**config.mk**
```make
export PLATFORM = sky130hd
export DESIGN_NAME = rfas_sat_add
export DESIGN_NICKNAME = d
export VERILOG_FILES = /design/src/sv/rfas_pkg.sv /design/src/sv/rfas_sat_add.sv
export SDC_FILE = /design/constraint.sdc
export NUM_CORES = 1
export LEC_CHECK = 0
export BUFFER_PORTS_ARGS = -buffer_cell sky130_fd_sc_hd__buf_2
export CAP_MARGIN = 20
export CELL_PAD_IN_SITES_DETAIL_PLACEMENT = 0
export CELL_PAD_IN_SITES_GLOBAL_PLACEMENT = 2
export CORE_UTILIZATION = 25
export DETAILED_ROUTE_END_ITERATION = 8
export PLACE_DENSITY_LB_ADDON = 0.08
export SYNTH_ARGS = -nofsm -noshare
export SYNTH_HDL_FRONTEND = slang
export SYNTH_SLANG_ARGS = --single-unit
```
**constraint.sdc**
```tcl
create_clock -name vclk -period 6.15
set_input_delay 0.615 -clock vclk [all_inputs]
set_output_delay 0.615 -clock vclk [all_outputs]
set_load 0.01 [all_outputs]
```
**src/sv/rfas_pkg.sv**
```systemverilog
package rfas_pkg;

    // Pipeline geometry.
    localparam int SQ_N    = 49;            // root bits, one per stage
    localparam int DIV_N   = 64;            // quotient bits of the field strength
    localparam int UDIV_N  = 31;            // quotient bits of each unit vector part
    localparam int ST_S4   = 4;             // surface compare stage
    localparam int ST_SQ0  = ST_S4 + 1;
    localparam int ST_R1   = ST_SQ0 + SQ_N;
    localparam int ST_R2   = ST_R1 + 1;
    localparam int ST_DIV0 = ST_R2 + 1;
    localparam int ST_P1   = ST_DIV0 + DIV_N;
    localparam int ST_P2   = ST_P1 + 1;
    localparam int ST_C1   = ST_P2 + 1;
    localparam int ST_C2   = ST_C1 + 1;
    localparam int ST_A1   = ST_C2 + 1;
    localparam int ST_A2   = ST_A1 + 1;
    localparam int NST     = ST_A2 + 1;

    localparam logic [63:0] SMAX       = 64'h7FFF_FFFF_FFFF_FFFF;
    localparam logic [63:0] SMIN       = 64'h8000_0000_0000_0000;
    localparam logic [59:0] MU_RESET   = 60'd398600441800000;
    localparam logic [31:0] RAD_RESET  = 32'd6371000;
    localparam logic [39:0] FUEL_STEP  = 40'd128;
    localparam int          CFG_IDX_W  = 3;
    localparam int          CFG_DATA_W = 60;

    typedef logic [97:0] t_sq;
    typedef logic [98:0] t_rem;
    typedef logic [48:0] t_root;
    typedef logic [63:0] t_quo;
    typedef logic [49:0] t_udiv;
    typedef logic [30:0] t_uquo;

    typedef enum logic [CFG_IDX_W-1:0] {
        CFG_PLANET_X      = 3'd0,
        CFG_PLANET_Y      = 3'd1,
        CFG_PLANET_Z      = 3'd2,
        CFG_PLANET_MU     = 3'd3,
        CFG_PLANET_RADIUS = 3'd4
    } t_cfg_idx;

    typedef struct packed {
        logic signed [47:0] pos_x;
        logic signed [47:0] pos_y;
        logic signed [47:0] pos_z;
        logic signed [15:0] dir_x;
        logic signed [15:0] dir_y;
        logic signed [15:0] dir_z;
        logic signed [39:0] fuel_in;
        logic        [39:0] dry_mass;
        logic signed [63:0] force_in_x;
        logic signed [63:0] force_in_y;
        logic signed [63:0] force_in_z;
    } t_in;

    typedef struct packed {
        logic signed [63:0] force_out_x;
        logic signed [63:0] force_out_y;
        logic signed [63:0] force_out_z;
        logic signed [39:0] fuel_out;
        logic               inside_planet;
    } t_out;

    // Fields that ride along with a request through the whole pipeline.
    typedef struct packed {
        logic [2:0][63:0] force_acc;
        logic [2:0][15:0] dir;
        logic [39:0]      fuel;
        logic             fuel_pos;
        logic [2:0]       neg;
        logic [2:0][48:0] a;
        logic [40:0]      mabs;
        logic             gvalid;
        logic             in_planet;
    } t_pass;

endpackage

```
**src/sv/rfas_sat_add.sv**
```systemverilog
module rfas_sat_add (
    input  logic [63:0] i_acc,
    input  logic        i_neg,
    input  logic [63:0] i_mag,
    output logic [63:0] o_sum
);

    logic [65:0] w_ext;
    logic [65:0] w_mag;
    logic [65:0] w_sum;
    logic        w_hi;
    logic        w_lo;

    assign w_ext = {{2{i_acc[63]}}, i_acc};
    assign w_mag = {2'b00, i_mag};
    assign w_sum = i_neg ? (w_ext - w_mag) : (w_ext + w_mag);
    // The three top bits agree only when the result fits in 64 signed bits.
    assign w_hi  = !w_sum[65] && (w_sum[64] || w_sum[63]);
    assign w_lo  = w_sum[65] && !(w_sum[64] && w_sum[63]);

    always_comb begin
        if (w_hi) begin
            o_sum = rfas_pkg::SMAX;
        end else if (w_lo) begin
            o_sum = rfas_pkg::SMIN;
        end else begin
            o_sum = w_sum[63:0];
        end
    end

endmodule

```
==> out/results.txt <==
Status: completed
Worst-Margin Slew: 531.3 ps
Critical path arrival: 5510 ps
Final ANT Viol Nets: 0
Global route overflow: 0
Register area: 0 sq um
Synthesized cell area: 0.005822 sq mm
Slew HR: 64.21%
First-pass GRT wire length: 39550 um
Hold Fails Final Rpt: 0
Final Max Tran Viols: 0
Via count: 7730
Fin cells: 1534
Port Buffers: 193
Critical-path maximum fanout: 8
# IOs: 193
Min-Delay Path Class: in2out
CP Class: in2out
Layout cells sized above 1: 36.83%
Fillers: 2541
Most frequent cells in the layout: 191 x buf_2, 175 x buf_4, 108 x a21oi_1, 90 x xnor2_1, 67 x nor2_1
Die height: 154.6 um
Max cap viols: 0
Die W: 154.6 um
Library cells used by synthesis: 61
Die area: 0.02390 sq mm
Tcrit/Tclk final: 99.63%
Sequential cells: 0
Dpl cells: 1516
Drt pass-1 iters: 5
# rows: 55
Synth Instances: 906
Maximum vdd drop: 0.00007498 V
Post-synthesis sequential area ratio: 0%
Initial antenna violation count: 0
CP required: 5530 ps
Largest net degree at the start of global routing: 33
Starting Density: 25.64%
Drt total wl: 25510 um
ANT cells: 0
RSZ-0062 raised after global routing: yes
Syn nets: 1102
# setup viols final: 0
Ys Warns: 0
Post-DP HPWL: 21590 um
Syn avg cell area: 6.426 sq um
Power density cells: 188.8 mW/mm^2
DR WL/cell: 16.63 um
Kind of end point of the critical path: primary output
Gpl congestion: 0.8744
Commonest non-fill, non-tap cell in the layout: buf_2
Clock buffers: 0
Residual DRC count: 0
Area Growth Syn to Fin: 54.09%
Critical Path Source Type: primary input
Design Power: 1.694 mW
Number of nets in the layout: 1447
Multi-input gate area: 0.005783 sq mm
Crit path time final: 6127 ps
Leakage power: 4.160 nW
Gr usage total: 20.32%
Vias in the first global route: 7588
Via/cell ratio: 5.039
Setup TNS Final: 0 ps
DRT iter0 DRCs: 352
Post-CTS Hold Buffers: 0
Peak Freq: 163.2 MHz
Total core area: 0.02271 sq mm
[what timing repair did]
item / CTS / global route
resized for setup: 31 / 66
cloned: 2 / 3
setup endpoints to repair: 63 / 63
pin swaps: 12 / 31
setup buffers: 3 / 11
[per-layer routing]
metal	vias to the layer above	routed length [um]	global-route usage (%)
met3	16	949	0.7285
met4	0	205	1.462
met2	173	11310	33.94
li1	4044	-	-
met1	3497	13040	29.87
met5	-	0	0
[synth_stat cells, types with 3 or more instances]
master | number | area share (%)
or3_1 | 7 | 0.75
a21o_1 | 32 | 4.1
and3_1 | 13 | 1.4
xnor2_1 | 93 | 14
xor2_1 | 26 | 3.9
nand2b_1 | 6 | 0.64
and2_1 | 14 | 1.5
nor2_1 | 69 | 4.4
or4_1 | 10 | 1.3
o21ai_1 | 64 | 5.5
nor3_1 | 26 | 2.2
nand3_1 | 14 | 1.2
clkbuf_1 | 39 | 2.5
mux2i_1 | 4 | 0.69
o211ai_1 | 4 | 0.52
o31ai_1 | 7 | 0.90
inv_1 | 35 | 2.3
o221ai_1 | 6 | 0.90
a41oi_1 | 3 | 0.45
nand4_1 | 24 | 2.6
nor3b_1 | 7 | 0.90
o21a_1 | 5 | 0.64
nand3b_1 | 3 | 0.39
nand2_1 | 65 | 4.2
o21ai_0 | 48 | 4.1
ha_1 | 66 | 14
buf_4 | 7 | 0.90
nor4_1 | 7 | 0.75
a21oi_1 | 117 | 10
a221oi_1 | 3 | 0.45
a21boi_0 | 7 | 0.90
a31oi_1 | 21 | 2.3
o21bai_1 | 12 | 1.5
[cell families (layout without fill, tap and decap cells)]
kind of cell	count (synthesis)	count (layout)	synth area share [%]
AO/OA/AOI/OAI	352	352	36.17
AND/OR/NAND/NOR	280	280	24.63
XOR/XNOR	120	120	18.18
buffers and inverters	83	426	5.803
adder cells (fa/ha/maj)	67	67	14.53
multiplexers	4	4	0.6878
[critical path, cell delays in order]
cell      delay [ps]
buf_6             90
or4_4            550
nor4b_4          300
buf_4            150
and4_1           200
buf_6            130
and2b_2          200
and3_4           220
buf_6            120
a31oi_4           80
xnor2_2          150
ha_1             330
buf_6            140
a21oi_4          160
nand2b_1         100
o32ai_2          330
or4bb_1          540
a21o_1           210
a22o_1           240
nand2_4          140
buf_12           160
buf_12           150
o21ai_2           60
buf_2            140
[metrics by stage]
stage | hold slack (ps) | setup WS [ps] | util, % | instance area (sq um)
4_1_cts | 1686 | -2.735 | 37.59 | 8537
5_1_grt | 1726 | -180.7 | 39.50 | 8971
6_report | 1690 | 22.67 | 39.50 | 8971
3_3_place_gp | 1688 | -275.1 | 36.68 | 8329
3_5_place_dp | 1692 | -273.0 | 36.68 | 8329
2_1_floorplan | 1423 | 34.13 | - | 5822
[layout make-up]
cell class / instances / share of cell area [%]
timing repair buffer: 391 / 30.10
inverter: 35 / 1.464
multi-input combinational: 823 / 64.46
tap: 285 / 3.975
[power breakdown]
group	internal [mW]	switching [mW]	leakage, nW	total (mW)
Clock	0	0	0	0
Combinational	0.790	0.904	4.16	1.69
Sequential	0	0	0	0
[worst paths after layout]
check	startpoint	endpoint	slack [ps]	depth (start not counted)
worst max-delay path	i_mag[14]	o_sum[24]	20	24
worst min-delay path	i_acc[0]	o_sum[0]	1690	5
No activity file was read; power rests on OpenSTA's default activity.
